File: src/sv/pbq_pkg.sv
// shared types, register map and helpers for the power button qualifier
// no dependencies
package pbq_pkg;

  localparam int CFG_ADDR_W = 5;
  localparam int CFG_DATA_W = 32;
  localparam int CNT_W      = 16;

  // register indexes (byte address is 4 * index)
  localparam logic [2:0] REG_PULSE_MODE    = 3'd0;
  localparam logic [2:0] REG_ALLOW_FORCE   = 3'd1;
  localparam logic [2:0] REG_DEBOUNCE      = 3'd2;
  localparam logic [2:0] REG_POWERDOWN     = 3'd3;
  localparam logic [2:0] REG_FORCEON       = 3'd4;
  localparam logic [2:0] REG_RELEASE       = 3'd5;

  // register reset values
  localparam logic             RST_PULSE_MODE  = 1'b1;
  localparam logic             RST_ALLOW_FORCE = 1'b0;
  localparam logic [CNT_W-1:0] RST_DEBOUNCE    = 16'd100;
  localparam logic [CNT_W-1:0] RST_POWERDOWN   = 16'd2000;
  localparam logic [CNT_W-1:0] RST_FORCEON     = 16'd5000;
  localparam logic [CNT_W-1:0] RST_RELEASE     = 16'd500;

  typedef struct packed {
    logic             pulse_toggle_mode;
    logic             allow_force_on;
    logic [CNT_W-1:0] debounce_ms;
    logic [CNT_W-1:0] powerdown_hold_ms;
    logic [CNT_W-1:0] forceon_hold_ms;
    logic [CNT_W-1:0] release_timeout_ms;
  } cfg_t;

  typedef struct packed {
    logic button_pressed;
    logic powerdown_request;
    logic force_on_pulse;
    logic long_startup_press;
    logic held_at_startup;
  } res_t;

  // saturating increment of a millisecond counter
  function automatic logic [CNT_W-1:0] sat_inc(input logic [CNT_W-1:0] v);
    sat_inc = (v == {CNT_W{1'b1}}) ? v : v + CNT_W'(1);
  endfunction

endpackage

File: src/sv/pbq_cfg_regs.sv
// apb register file holding the qualifier thresholds and mode bits
// depends on pbq_pkg
module pbq_cfg_regs (
  input  logic                           clk,
  input  logic                           rst,
  input  logic                           psel,
  input  logic                           penable,
  input  logic                           pwrite,
  input  logic [pbq_pkg::CFG_ADDR_W-1:0] paddr,
  input  logic [pbq_pkg::CFG_DATA_W-1:0] pwdata,
  output logic [pbq_pkg::CFG_DATA_W-1:0] prdata,
  output logic                           pready,
  output pbq_pkg::cfg_t                  cfg
);
  import pbq_pkg::*;

  logic       wr_en;
  logic [2:0] reg_idx;

  assign pready  = 1'b1;
  assign wr_en   = psel && penable && pwrite;
  assign reg_idx = paddr[CFG_ADDR_W-1:2];

  // register writes
  always_ff @(posedge clk) begin
    if (rst) begin
      cfg.pulse_toggle_mode  <= RST_PULSE_MODE;
      cfg.allow_force_on     <= RST_ALLOW_FORCE;
      cfg.debounce_ms        <= RST_DEBOUNCE;
      cfg.powerdown_hold_ms  <= RST_POWERDOWN;
      cfg.forceon_hold_ms    <= RST_FORCEON;
      cfg.release_timeout_ms <= RST_RELEASE;
    end else if (wr_en) begin
      case (reg_idx)
        REG_PULSE_MODE:  cfg.pulse_toggle_mode  <= pwdata[0];
        REG_ALLOW_FORCE: cfg.allow_force_on     <= pwdata[0];
        REG_DEBOUNCE:    cfg.debounce_ms        <= pwdata[CNT_W-1:0];
        REG_POWERDOWN:   cfg.powerdown_hold_ms  <= pwdata[CNT_W-1:0];
        REG_FORCEON:     cfg.forceon_hold_ms    <= pwdata[CNT_W-1:0];
        REG_RELEASE:     cfg.release_timeout_ms <= pwdata[CNT_W-1:0];
        default: ;
      endcase
    end
  end

  // read mux
  always_comb begin
    case (reg_idx)
      REG_PULSE_MODE:  prdata = {{(CFG_DATA_W-1){1'b0}}, cfg.pulse_toggle_mode};
      REG_ALLOW_FORCE: prdata = {{(CFG_DATA_W-1){1'b0}}, cfg.allow_force_on};
      REG_DEBOUNCE:    prdata = {{(CFG_DATA_W-CNT_W){1'b0}}, cfg.debounce_ms};
      REG_POWERDOWN:   prdata = {{(CFG_DATA_W-CNT_W){1'b0}}, cfg.powerdown_hold_ms};
      REG_FORCEON:     prdata = {{(CFG_DATA_W-CNT_W){1'b0}}, cfg.forceon_hold_ms};
      REG_RELEASE:     prdata = {{(CFG_DATA_W-CNT_W){1'b0}}, cfg.release_timeout_ms};
      default:         prdata = '0;
    endcase
  end

endmodule

File: src/sv/pbq_tracker.sv
// per-tick button state: edges, held and quiet counters, qualified flags
// depends on pbq_pkg
module pbq_tracker (
  input  logic          clk,
  input  logic          rst,
  input  pbq_pkg::cfg_t cfg,
  input  logic          advance,
  input  logic          level,
  output pbq_pkg::res_t res
);
  import pbq_pkg::*;

  logic             started, last_level, first_press, actuated, pressed;
  logic             powerdown_desired, forceon_desired, forceon_given, long_press_seen;
  logic [CNT_W-1:0] held_count, quiet_count;

  logic             first_press_next, actuated_next, pressed_next;
  logic             powerdown_desired_next, forceon_desired_next, forceon_given_next;
  logic             long_press_seen_next;
  logic [CNT_W-1:0] held_count_next, quiet_count_next;

  logic             prev_level, fp_base, rising, falling, give_force;
  logic [CNT_W-1:0] held_base, quiet_inc;

  // next state for one tick
  always_comb begin
    // first tick latches the start-up level
    prev_level = started ? last_level : level;
    fp_base    = started ? first_press : level;
    rising     = !prev_level && level;
    falling    = prev_level && !level;

    first_press_next = falling ? 1'b0 : fp_base;
    actuated_next    = falling ? 1'b1 : (rising ? 1'b0 : actuated);
    held_base        = rising ? '0 : held_count;

    pressed_next           = pressed;
    powerdown_desired_next = powerdown_desired;
    forceon_desired_next   = forceon_desired;
    long_press_seen_next   = long_press_seen;
    quiet_inc              = sat_inc(quiet_count);
    quiet_count_next       = quiet_count;

    if (level) begin
      if (held_base > cfg.debounce_ms && !first_press_next)
        pressed_next = 1'b1;
      if (held_base >= cfg.powerdown_hold_ms && !first_press_next && cfg.pulse_toggle_mode)
        powerdown_desired_next = 1'b1;
      if (held_base >= cfg.forceon_hold_ms && first_press_next && cfg.pulse_toggle_mode) begin
        if (cfg.allow_force_on)
          forceon_desired_next = 1'b1;
        long_press_seen_next = 1'b1;
      end
      quiet_count_next = '0;
    end else begin
      // release timeout fires and restarts the quiet counter
      if (quiet_inc >= cfg.release_timeout_ms) begin
        quiet_count_next = '0;
        if (actuated_next)
          pressed_next = 1'b0;
      end else begin
        quiet_count_next = quiet_inc;
      end
    end
    held_count_next = sat_inc(held_base);

    // force-on is handed out once
    give_force         = forceon_desired_next && !forceon_given;
    forceon_given_next = forceon_given || give_force;
    if (give_force)
      forceon_desired_next = 1'b0;

    res.button_pressed     = pressed_next;
    res.powerdown_request  = cfg.pulse_toggle_mode ? powerdown_desired_next : !pressed_next;
    res.force_on_pulse     = give_force;
    res.long_startup_press = long_press_seen_next;
    res.held_at_startup    = first_press_next;
  end

  // state update on each tick that moves to the result register
  always_ff @(posedge clk) begin
    if (rst) begin
      started           <= 1'b0;
      last_level        <= 1'b0;
      first_press       <= 1'b0;
      actuated          <= 1'b0;
      pressed           <= 1'b1;
      powerdown_desired <= 1'b0;
      forceon_desired   <= 1'b0;
      forceon_given     <= 1'b0;
      long_press_seen   <= 1'b0;
      held_count        <= '0;
      quiet_count       <= '0;
    end else if (advance) begin
      started           <= 1'b1;
      last_level        <= level;
      first_press       <= first_press_next;
      actuated          <= actuated_next;
      pressed           <= pressed_next;
      powerdown_desired <= powerdown_desired_next;
      forceon_desired   <= forceon_desired_next;
      forceon_given     <= forceon_given_next;
      long_press_seen   <= long_press_seen_next;
      held_count        <= held_count_next;
      quiet_count       <= quiet_count_next;
    end
  end

endmodule

File: src/sv/power_button_press_qualifier_core.sv
// Power button press qualifier. Each input beat is one millisecond sample of
// the button level; each yields exactly one result beat with the qualified
// pressed state, power-down request, one-shot force-on pulse and start-up
// flags. A beat is taken into an input register and moves to a result register
// once that register is empty or being drained, and one beat is taken every
// cycle while the output is drained; the single state update between those
// registers sets that rate. Thresholds and modes sit in an APB register file;
// the user must write them only while no beat is in flight, as the block
// does not enforce this.
module power_button_press_qualifier_core (
  input  logic                           clk,
  input  logic                           rst,
  input  logic                           psel,
  input  logic                           penable,
  input  logic                           pwrite,
  input  logic [pbq_pkg::CFG_ADDR_W-1:0] paddr,
  input  logic [pbq_pkg::CFG_DATA_W-1:0] pwdata,
  output logic [pbq_pkg::CFG_DATA_W-1:0] prdata,
  output logic                           pready,
  input  logic                           in_valid,
  output logic                           in_ready,
  input  logic                           button_level,
  output logic                           out_valid,
  input  logic                           out_ready,
  output logic                           button_pressed,
  output logic                           powerdown_request,
  output logic                           force_on_pulse,
  output logic                           long_startup_press,
  output logic                           held_at_startup
);
  import pbq_pkg::*;

  cfg_t cfg;
  res_t res;
  res_t out_res;
  logic in_full, in_level, advance;

  pbq_cfg_regs u_cfg (
    .clk     (clk),
    .rst     (rst),
    .psel    (psel),
    .penable (penable),
    .pwrite  (pwrite),
    .paddr   (paddr),
    .pwdata  (pwdata),
    .prdata  (prdata),
    .pready  (pready),
    .cfg     (cfg)
  );

  // beat moves from input register to result register
  assign advance  = in_full && (!out_valid || out_ready);
  assign in_ready = !in_full || advance;

  pbq_tracker u_trk (
    .clk     (clk),
    .rst     (rst),
    .cfg     (cfg),
    .advance (advance),
    .level   (in_level),
    .res     (res)
  );

  // input register
  always_ff @(posedge clk) begin
    if (rst)
      in_full <= 1'b0;
    else if (in_ready)
      in_full <= in_valid;
  end

  always_ff @(posedge clk) begin
    if (in_valid && in_ready)
      in_level <= button_level;
  end

  // result register
  always_ff @(posedge clk) begin
    if (rst)
      out_valid <= 1'b0;
    else if (advance)
      out_valid <= 1'b1;
    else if (out_ready)
      out_valid <= 1'b0;
  end

  always_ff @(posedge clk) begin
    if (advance)
      out_res <= res;
  end

  assign button_pressed     = out_res.button_pressed;
  assign powerdown_request  = out_res.powerdown_request;
  assign force_on_pulse     = out_res.force_on_pulse;
  assign long_startup_press = out_res.long_startup_press;
  assign held_at_startup    = out_res.held_at_startup;

endmodule

File: config.mk
export PLATFORM = sky130hd
export DESIGN_NAME = power_button_press_qualifier_core
export DESIGN_NICKNAME = d
export VERILOG_FILES = /design/src/sv/pbq_pkg.sv /design/src/sv/pbq_cfg_regs.sv /design/src/sv/pbq_tracker.sv /design/src/sv/power_button_press_qualifier_core.sv
export SDC_FILE = /design/constraint.sdc
export NUM_CORES = 1
export LEC_CHECK = 0
export BUFFER_PORTS_ARGS = -buffer_cell sky130_fd_sc_hd__clkbuf_2
export CAP_MARGIN = 20
export CELL_PAD_IN_SITES_DETAIL_PLACEMENT = 1
export CELL_PAD_IN_SITES_GLOBAL_PLACEMENT = 2
export CORE_MARGIN = 2
export CORE_UTILIZATION = 38
export CTS_CLUSTER_DIAMETER = 40
export DETAILED_ROUTE_END_ITERATION = 6
export PLACE_DENSITY = 0.87
export SETUP_SLACK_MARGIN = 0.05
export SLEW_MARGIN = 40
export SYNTH_ARGS = -nofsm -noshare
export SYNTH_HDL_FRONTEND = slang
export SYNTH_SLANG_ARGS = --single-unit
File: constraint.sdc
create_clock -name clk -period 8.3 [get_ports clk]
set_input_delay 0.415 -clock clk [delete_from_list [all_inputs] [get_ports clk]]
set_output_delay 0.415 -clock clk [all_outputs]
set_load 0.01 [all_outputs]
==> reports/metrics.csv, run 1 <==
stage;metric;value;unit
run_status;outcome;finished, final reports clean;
cells_and_area;biggest regs;u_cfg.cfg: 66 flops, u_trk.held_count: 16 flops, u_trk.quiet_count: 16 flops;
worst_setup_path;Setup CP Type;reg2reg;
clock_tree;Clock transition at path regs;0.06;ns
cells_and_area;fillcell total;2280;
logic_synthesis;Main synth FF type;dfxtp_1;
timing;fin worst setup slack;4.16;ns
logic_synthesis;fraction of registers with async set/reset;0;%
routing;total number of vias;6505;
cells_and_area;layout cells sized above 1;10.9;%
routing;Final ANT Viol Nets;0;
die;die height;142;um
clock_tree;clock buffer count from CTS;17;
cells_and_area;Nets;1054;
global_routing;grt ovf;0;
worst_setup_path;FF-to-FF path depth;12;
cells_and_area;Layout Cells excl Fill;1193;
flow_run;Max-Cap Viols;0;
timing;fmax;242;MHz
timing;unrepaired setup endpoints after global routing;no;
timing;Fin Setup TNS;0;ns
worst_setup_path;required time worst endpoint;8.56;ns
global_routing;GRT Overall Usage;22.7;%
clock_tree;cts repair resizes;0;
clock_tree;Clock Path Buffers;2;
logic_synthesis;Post-synth EDFFs;6;
cells_and_area;post-route cell area;8180;sq um
clock_tree;# clock sinks;115;
worst_setup_path;crit path max fanout;5;
routing;initial drt markers;294;
place;Setup WS pre-CTS;4.23;ns
logic_synthesis;Synth Instances;920;
die;total core area;18700;sq um
place;# port buffers;49;
worst_setup_path;critical path arrival;4.40;ns
worst_setup_path;Worst Setup End Kind;flop;
die;Chip Width;142;um
routing;Total Wirelength;21700;um
timing;min cycle time layout;4.14;ns
min_path;hold path cells;1;
place;placed cell count;1161;
die;cell row count;50;
routing;DR WL/cell;18.2;um
routing;TritonRoute pass-1 iters;5;
cells_and_area;Antenna diodes;0;
routing;vias per cell;5.45;
pwr;Worst VDD drop;0.136;mV
worst_setup_path;critical-path cell list;ha_1 > nand4_1 > nor3_1 > and3_1 > nand3_1 > o21a_1 > ha_1 > nand4_1 > a2111oi_2 > a21oi_1 > o311ai_1 > a2bb2oi_1;
place;placed cell areas;7590;sq um
logic_synthesis;synthesized area;7240;sq um
routing;Residual DRC;0;
cells_and_area;P&R area growth vs syn;12.9;%
place;routability cong.;0.830;
clock_tree;Root Buffer;clkbuf_16;
place;post-detail-place hpwl;15800;um
timing;# setup viols final;0;
cells_and_area;largest register by flop count;u_cfg.cfg;
timing;final hold violations;0;
global_routing;largest net degree at the start of global routing;55;
logic_synthesis;mean post-synth cell area;7.87;sq um
global_routing;antenna violations before repair;0;
logic_synthesis;post-synthesis sequential area ratio;32.6;%
die;Die ar.;20200;sq um
worst_setup_path;delay of the slowest critical-path stage;0.56;ns
clock_tree;Post-CTS Setup Bufs;0;
clock_tree;TritonCTS clock tree;done;
timing;Setup Skew;0.00839;ns
timing;Period Utilization, post-route;49.9;%
global_routing;first-pass GRT wire length;35700;um
logic_synthesis;count of cell types in the netlist;65;
clock_tree;Worst-Skew Late Latency;0.43;ns
timing;Slew @ Worst Pin;0.773;ns
pwr;Leakage;3.35;nW
min_path;Hold Crit Class;in2reg;
global_routing;vias in the first global route;6710;
pwr;Pwr Density;171;nW/um^2
worst_setup_path;startpoint types;flop;
clock_tree;CTS Hold Bufs;0;
timing;Slew Viols, Final;0;
logic_synthesis;Synth Register Bits;115;
die;initial core utilization;38.7;%
timing;Worst slew margin;48.2;%
cells_and_area;max reg flops;66;
die;I/O Pins;85;
logic_synthesis;synth warn;0;
clock_tree;H-tree depth;4;
worst_setup_path;Critical-path top delay cell;a2111oi_2;
layer usage:
layer | share of wire, % | vias up | track usage, %
li1 | - | 3223 | -
met1 | 45 | 3162 | 28.4
met2 | 50 | 91 | 39.4
met3 | 3.4 | 29 | 4.17
met4 | 1.7 | 0 | 7.05
met5 | 0 | - | 0
critical path, delay by kind of cell, from the launching register on:
| family | cells | cell delay, ns |
|---|---|---|
| AO/OA/AOI/OAI | 5 | 1.73 |
| AND/OR/NAND/NOR | 5 | 1.26 |
| adder cells (fa/ha/maj) | 2 | 0.59 |
| flip-flops | 1 | 0.39 |
Yosys cell counts (2+ instances only):
cell	count	area (sq um)
or2_2	2	12.5
inv_1	79	297
buf_1	5	18.8
a21oi_1	89	445
edfxtp_1	6	180
xor2_1	15	131
nor3b_1	3	22.5
nand2_1	144	541
o21ai_1	2	10.0
or3_1	5	31.3
nand3_1	22	110
dfxtp_1	109	2180
maj3_1	2	20.0
o221ai_1	2	17.5
nand4b_1	2	17.5
nand2b_1	14	87.6
clkbuf_1	33	124
nor2_1	59	221
o21a_1	7	52.6
nand4_1	18	113
or4_1	2	15.0
o211ai_1	5	37.5
mux2i_1	32	320
and3_1	7	43.8
nand3b_1	3	22.5
nor3_1	11	55.1
conb_1	2	7.51
buf_2	8	40.0
a21o_1	5	37.5
ha_1	63	788
o22ai_1	17	106
o21ai_0	20	100
xnor2_1	6	52.6
a31oi_1	16	100
a22o_1	2	17.5
a211o_1	22	193
nor2b_1	8	50.1
and4_1	5	43.8
buf_4	19	143
and2_1	14	87.6
nor4_1	6	37.5
a211oi_1	6	45.0
logic make-up (layout without fill, tap and decap cells):
| group | after synthesis | count (layout) | synth area share (%) |
|---|---|---|---|
| and+or+nand+nor | 332 | 332 | 22.2 |
| other | 2 | 17 | 0.104 |
| DFF | 115 | 115 | 32.6 |
| AOI/OAI and AO/OA | 207 | 207 | 18.1 |
| muxes | 33 | 33 | 4.58 |
| buffers and inverters | 145 | 169 | 8.74 |
| xor gates and xnor gates | 21 | 21 | 2.54 |
| adders and majority gates | 65 | 65 | 11.2 |
power breakdown:
group	internal [mW]	switching [mW]
Clock	0.443	0.292
Sequential	0.564	0.00614
Combinational	0.0309	0.0650
Total	1.04	0.363
path summary, 6_finish.rpt:
path	from	end	slack (ns)
max	u_trk.quiet_count[0]$_SDFFE_PP0P_	powerdown_request$_DFFE_PP_	4.16
min	button_level	in_level$_DFFE_PP_	0.16
max reg2reg	u_trk.quiet_count[0]$_SDFFE_PP0P_	powerdown_request$_DFFE_PP_	4.16
min reg2reg	u_trk.forceon_desired$_SDFFE_PP0P_	u_trk.forceon_desired$_SDFFE_PP0P_	0.47
layout make-up:
class | count | area (sq um) | share of cell area (%)
Tap cell | 234 | 293 | 3.58
Sequential cell | 115 | 2360 | 28.9
Clock inverter | 15 | 161 | 1.97
Multi-Input combinational cell | 675 | 4310 | 52.8
Inverter | 79 | 297 | 3.63
Clock buffer | 17 | 425 | 5.20
Timing Repair Buffer | 58 | 323 | 3.95
layout by cell type (no fill, tap or decap), types with 22 or more instances in the layout:
cell type / synthesis / layout
dfxtp_1: 109 / 109
ha_1: 63 / 63
a211o_1: 22 / 22
a21oi_1: 89 / 89
nor2_1: 59 / 59
clkbuf_2: 0 / 48
inv_1: 79 / 79
mux2i_1: 32 / 32
nand2_1: 144 / 144
nand3_1: 22 / 22
through the flow:
stage / hold WS [ns] / utilization (%) / power [mW]
floorplan: 0.432 / - / 0.647
global route: 0.144 / 43.7 / 1.46
detailed placement: 0.457 / 40.6 / 0.678
CTS: 0.138 / 43.7 / 1.42
finish: 0.159 / 43.7 / 1.40
global placement: 0.447 / 40.4 / 0.676
(Power assumes the default switching activity.)
==> run 2: changes to the inputs <==
--- a/config.mk
+++ b/config.mk
@@ -5,15 +5,16 @@
 export SDC_FILE = /design/constraint.sdc
 export NUM_CORES = 1
 export LEC_CHECK = 0
+export ABC_AREA = 1
 export BUFFER_PORTS_ARGS = -buffer_cell sky130_fd_sc_hd__clkbuf_2
 export CAP_MARGIN = 20
 export CELL_PAD_IN_SITES_DETAIL_PLACEMENT = 1
 export CELL_PAD_IN_SITES_GLOBAL_PLACEMENT = 2
 export CORE_MARGIN = 2
-export CORE_UTILIZATION = 38
+export CORE_UTILIZATION = 31
 export CTS_CLUSTER_DIAMETER = 40
 export DETAILED_ROUTE_END_ITERATION = 6
-export PLACE_DENSITY = 0.87
+export PLACE_DENSITY = 0.78
 export SETUP_SLACK_MARGIN = 0.05
 export SLEW_MARGIN = 40
 export SYNTH_ARGS = -nofsm -noshare
==> constraint.sdc (replaced) <==
create_clock -name clk -period 3.5 [get_ports clk]
set_input_delay 0.175 -clock clk [delete_from_list [all_inputs] [get_ports clk]]
set_output_delay 0.175 -clock clk [all_outputs]
set_load 0.01 [all_outputs]
==> run 2 against run 1 <==
Net effect:
- first-iteration DRC count rose by 15%
- total power rose to 2.5 times the previous value
- clock skew rose by 0.0017 ns
- maximum frequency rose by 33%
- wire length fell by 2.1%
- area after synthesis fell by 3.2%
- design area rose by 0.32%
- clock power rose to 2.7 times the previous value
- largest cell class unchanged
- cell count rose by 8.2%
- utilization fell by 7.1 points
- critical path depth rose by 6
==> reports/metrics.csv, run 2 <==
stage;metric;value;unit
cells_and_area;largest register by flop count;u_cfg.cfg;
logic_synthesis;post-synthesis sequential area ratio;33.7;%
place;post-detail-place hpwl;16100;um
cells_and_area;P&R area growth vs syn;17.0;%
clock_tree;clock buffer count from CTS;17;
die;cell row count;55;
routing;DR WL/cell;16.5;um
global_routing;vias in the first global route;6453;
worst_setup_path;startpoint types;flop;
timing;Worst slew margin;45.2;%
worst_setup_path;R2R Setup Slk;0.38;ns
worst_setup_path;Critical-path top delay cell;dfxtp_1;
cells_and_area;fillcell total;2757;
place;# port buffers;49;
clock_tree;# clock sinks;115;
worst_setup_path;Setup CP Type;reg2reg;
timing;Period Utilization, post-route;89.2;%
timing;min cycle time layout;3.12;ns
timing;fmax;320;MHz
cells_and_area;layout cells sized above 1;14.2;%
timing;Setup Skew;0.0100;ns
logic_synthesis;Synth Register Bits;115;
worst_setup_path;cell count along the critical path;18;
global_routing;first-pass GRT wire length;34100;um
place;placed cell count;1257;
clock_tree;Worst-Skew Late Latency;0.42;ns
clock_tree;H-tree depth;4;
worst_setup_path;critical path arrival;3.29;ns
timing;Fin Setup TNS;0;ns
logic_synthesis;synthesized area;7010;sq um
die;initial core utilization;31.3;%
min_path;hold path cells;4;
logic_synthesis;most frequent cell after synthesis;nand2_1;
global_routing;grt ovf;0;
logic_synthesis;largest cells by area after synthesis;dfxtp_1 (31%), ha_1 (11%), a21oi_1 (8.7%), nand2_1 (7.8%), inv_1 (7.1%);
die;Chip Width;154;um
clock_tree;Clock Path Buffers;2;
place;routability cong.;0.789;
clock_tree;TritonCTS clock tree;done;
pwr;Worst VDD drop;0.293;mV
global_routing;antenna violations before repair;0;
worst_setup_path;critical-path cell list;ha_1 > inv_1 > nor3_2 > nand4_2 > inv_1 > nor2_1 > a21oi_1 > ha_1 > a21oi_1 > o21ai_1 > nand2_1 > o211ai_1 > nand2_1 > nand3_2 > o21ai_0 > nand2_1 > nand2_1 > nand2_1;
routing;vias per cell;4.97;
timing;Slew @ Worst Pin;0.819;ns
cells_and_area;biggest regs;u_cfg.cfg: 66 flops, u_trk.held_count: 16 flops, u_trk.quiet_count: 16 flops;
worst_setup_path;crit-path leading delay family;simple AND/OR/NAND/NOR gates;
clock_tree;Clock transition at path regs;0.06;ns
die;die height;154;um
global_routing;largest net degree at the start of global routing;47;
min_path;Hold Crit Class;in2reg;
pwr;Leakage;3.66;nW
timing;Slew Viols, Final;0;
cells_and_area;Layout Cells excl Fill;1291;
logic_synthesis;Synth area leader;dfxtp_1;
worst_setup_path;crit path max fanout;6;
cells_and_area;post-route cell area;8200;sq um
worst_setup_path;Worst Setup End Kind;flop;
routing;TritonRoute pass-1 iters;4;
worst_setup_path;FF-to-FF path depth;18;
cells_and_area;Antenna diodes;0;
flow_run;Max-Cap Viols;0;
logic_synthesis;Synth top cells by count;nand2_1 (146), inv_1 (133), a21oi_1 (122);
logic_synthesis;fraction of registers with async set/reset;0;%
timing;unrepaired setup endpoints after global routing;no;
die;Die ar.;23800;sq um
worst_setup_path;delay of the slowest critical-path stage;0.40;ns
worst_setup_path;Buf/Inv on CP;2;
logic_synthesis;mean post-synth cell area;7.42;sq um
timing;final hold violations;0;
timing;Hold WS;0.0500;ns
logic_synthesis;Post-synth EDFFs;6;
clock_tree;Root Buffer;clkbuf_16;
routing;initial drt markers;337;
logic_synthesis;count of cell types in the netlist;48;
global_routing;GRT Overall Usage;18.3;%
worst_setup_path;most used cell, CP;nand2_1;
die;I/O Pins;85;
cells_and_area;Nets;1102;
routing;Total Wirelength;21300;um
cells_and_area;most frequent cells in the layout;nand2_1 (146), inv_1 (133), a21oi_1 (121);
logic_synthesis;synth warn;0;
routing;Residual DRC;0;
logic_synthesis;Synth Instances;945;
place;placed cell areas;7500;sq um
cells_and_area;max reg flops;66;
pwr;Pwr Density;434;nW/um^2
cells_and_area;commonest non-fill, non-tap cell in the layout;nand2_1;
logic_synthesis;Synth top area share;31.1;%
logic_synthesis;Main synth FF type;dfxtp_1;
pwr;total power;3.56;mW
worst_setup_path;required time worst endpoint;3.67;ns
routing;total number of vias;6416;
timing;# setup viols final;0;
routing;Final ANT Viol Nets;0;
die;total core area;22400;sq um
run_status;outcome;finished, final reports clean;
==> run 2: layer usage <==
layer | share of wire [%] | global-route usage (%)
met1 | 47 | 23.8
met2 | 49 | 31.5
met3 | 2.4 | 3.36
met4 | 1.1 | 4.37
met5 | 0 | 0
==> run 2: per-stage QoR <==
step	setup WS (ns)	utilization, %
2_1_floorplan	0.737	-
3_5_place_dp	0.182	33.5
5_1_grt	0.0976	36.6
3_3_place_gp	0.238	33.5
6_report	0.378	36.6
4_1_cts	0.155	36.5
==> run 2: tightest hold or removal path: cells and delay by family <==
kind / cells / cell delay [ns]
AOI/OAI and AO/OA: 1 / 0.07
buffers and inverters: 2 / 0.11
and+or+nand+nor: 1 / 0.07
==> run 2: timing repair <==
| item | 4_1_cts | 5_1_grt |
|---|---|---|
| endpoints found under the setup margin | 0 | 18 |
| hold buffers | 3 | 0 |
| hold endpoints to repair | 3 | 0 |
| resized for setup | 0 | 4 |
| buffers inserted | 0 | 0 |
==> run 2: cells by family after synthesis <==
family                     synth area share (%)
xor gates and xnor gates                   2.11
AOI/OAI and AO/OA                          21.9
DFF                                        33.7
and+or+nand+nor                            19.3
adders and majority gates                  11.2
other                                     0.107
buffers and inverters                      11.7
==> run 2: layout make-up <==
cell class                      count  area [sq um]  area share (%)
Inverter                          144           543            6.62
Timing Repair Buffer               65           385            4.70
Multi-Input combinational cell    651          3900            47.6
Clock inverter                      9           176            2.15
Sequential cell                   115          2360            28.8
Tap cell                          285           357            4.35
Clock buffer                       22           474            5.78
==> run 2: worst paths after layout <==
| path | from | end |
|---|---|---|
| setup / recovery | u_trk.quiet_count[0]$_SDFFE_PP0P_ | powerdown_request$_DFFE_PP_ |
| hold / removal | out_ready | out_valid$_SDFFE_PP0P_ |
| hold reg to reg | u_trk.forceon_desired$_SDFFE_PP0P_ | u_trk.forceon_desired$_SDFFE_PP0P_ |
| setup reg to reg | u_trk.quiet_count[0]$_SDFFE_PP0P_ | powerdown_request$_DFFE_PP_ |
==> run 2: power by group <==
part / switching [mW] / leakage, nW / internal, mW
logic: 0.165 / 2.41 / 0.0729
registers: 0.0124 / 0.938 / 1.34
clock network: 0.649 / 0.317 / 1.32
total: 0.826 / 3.66 / 2.73
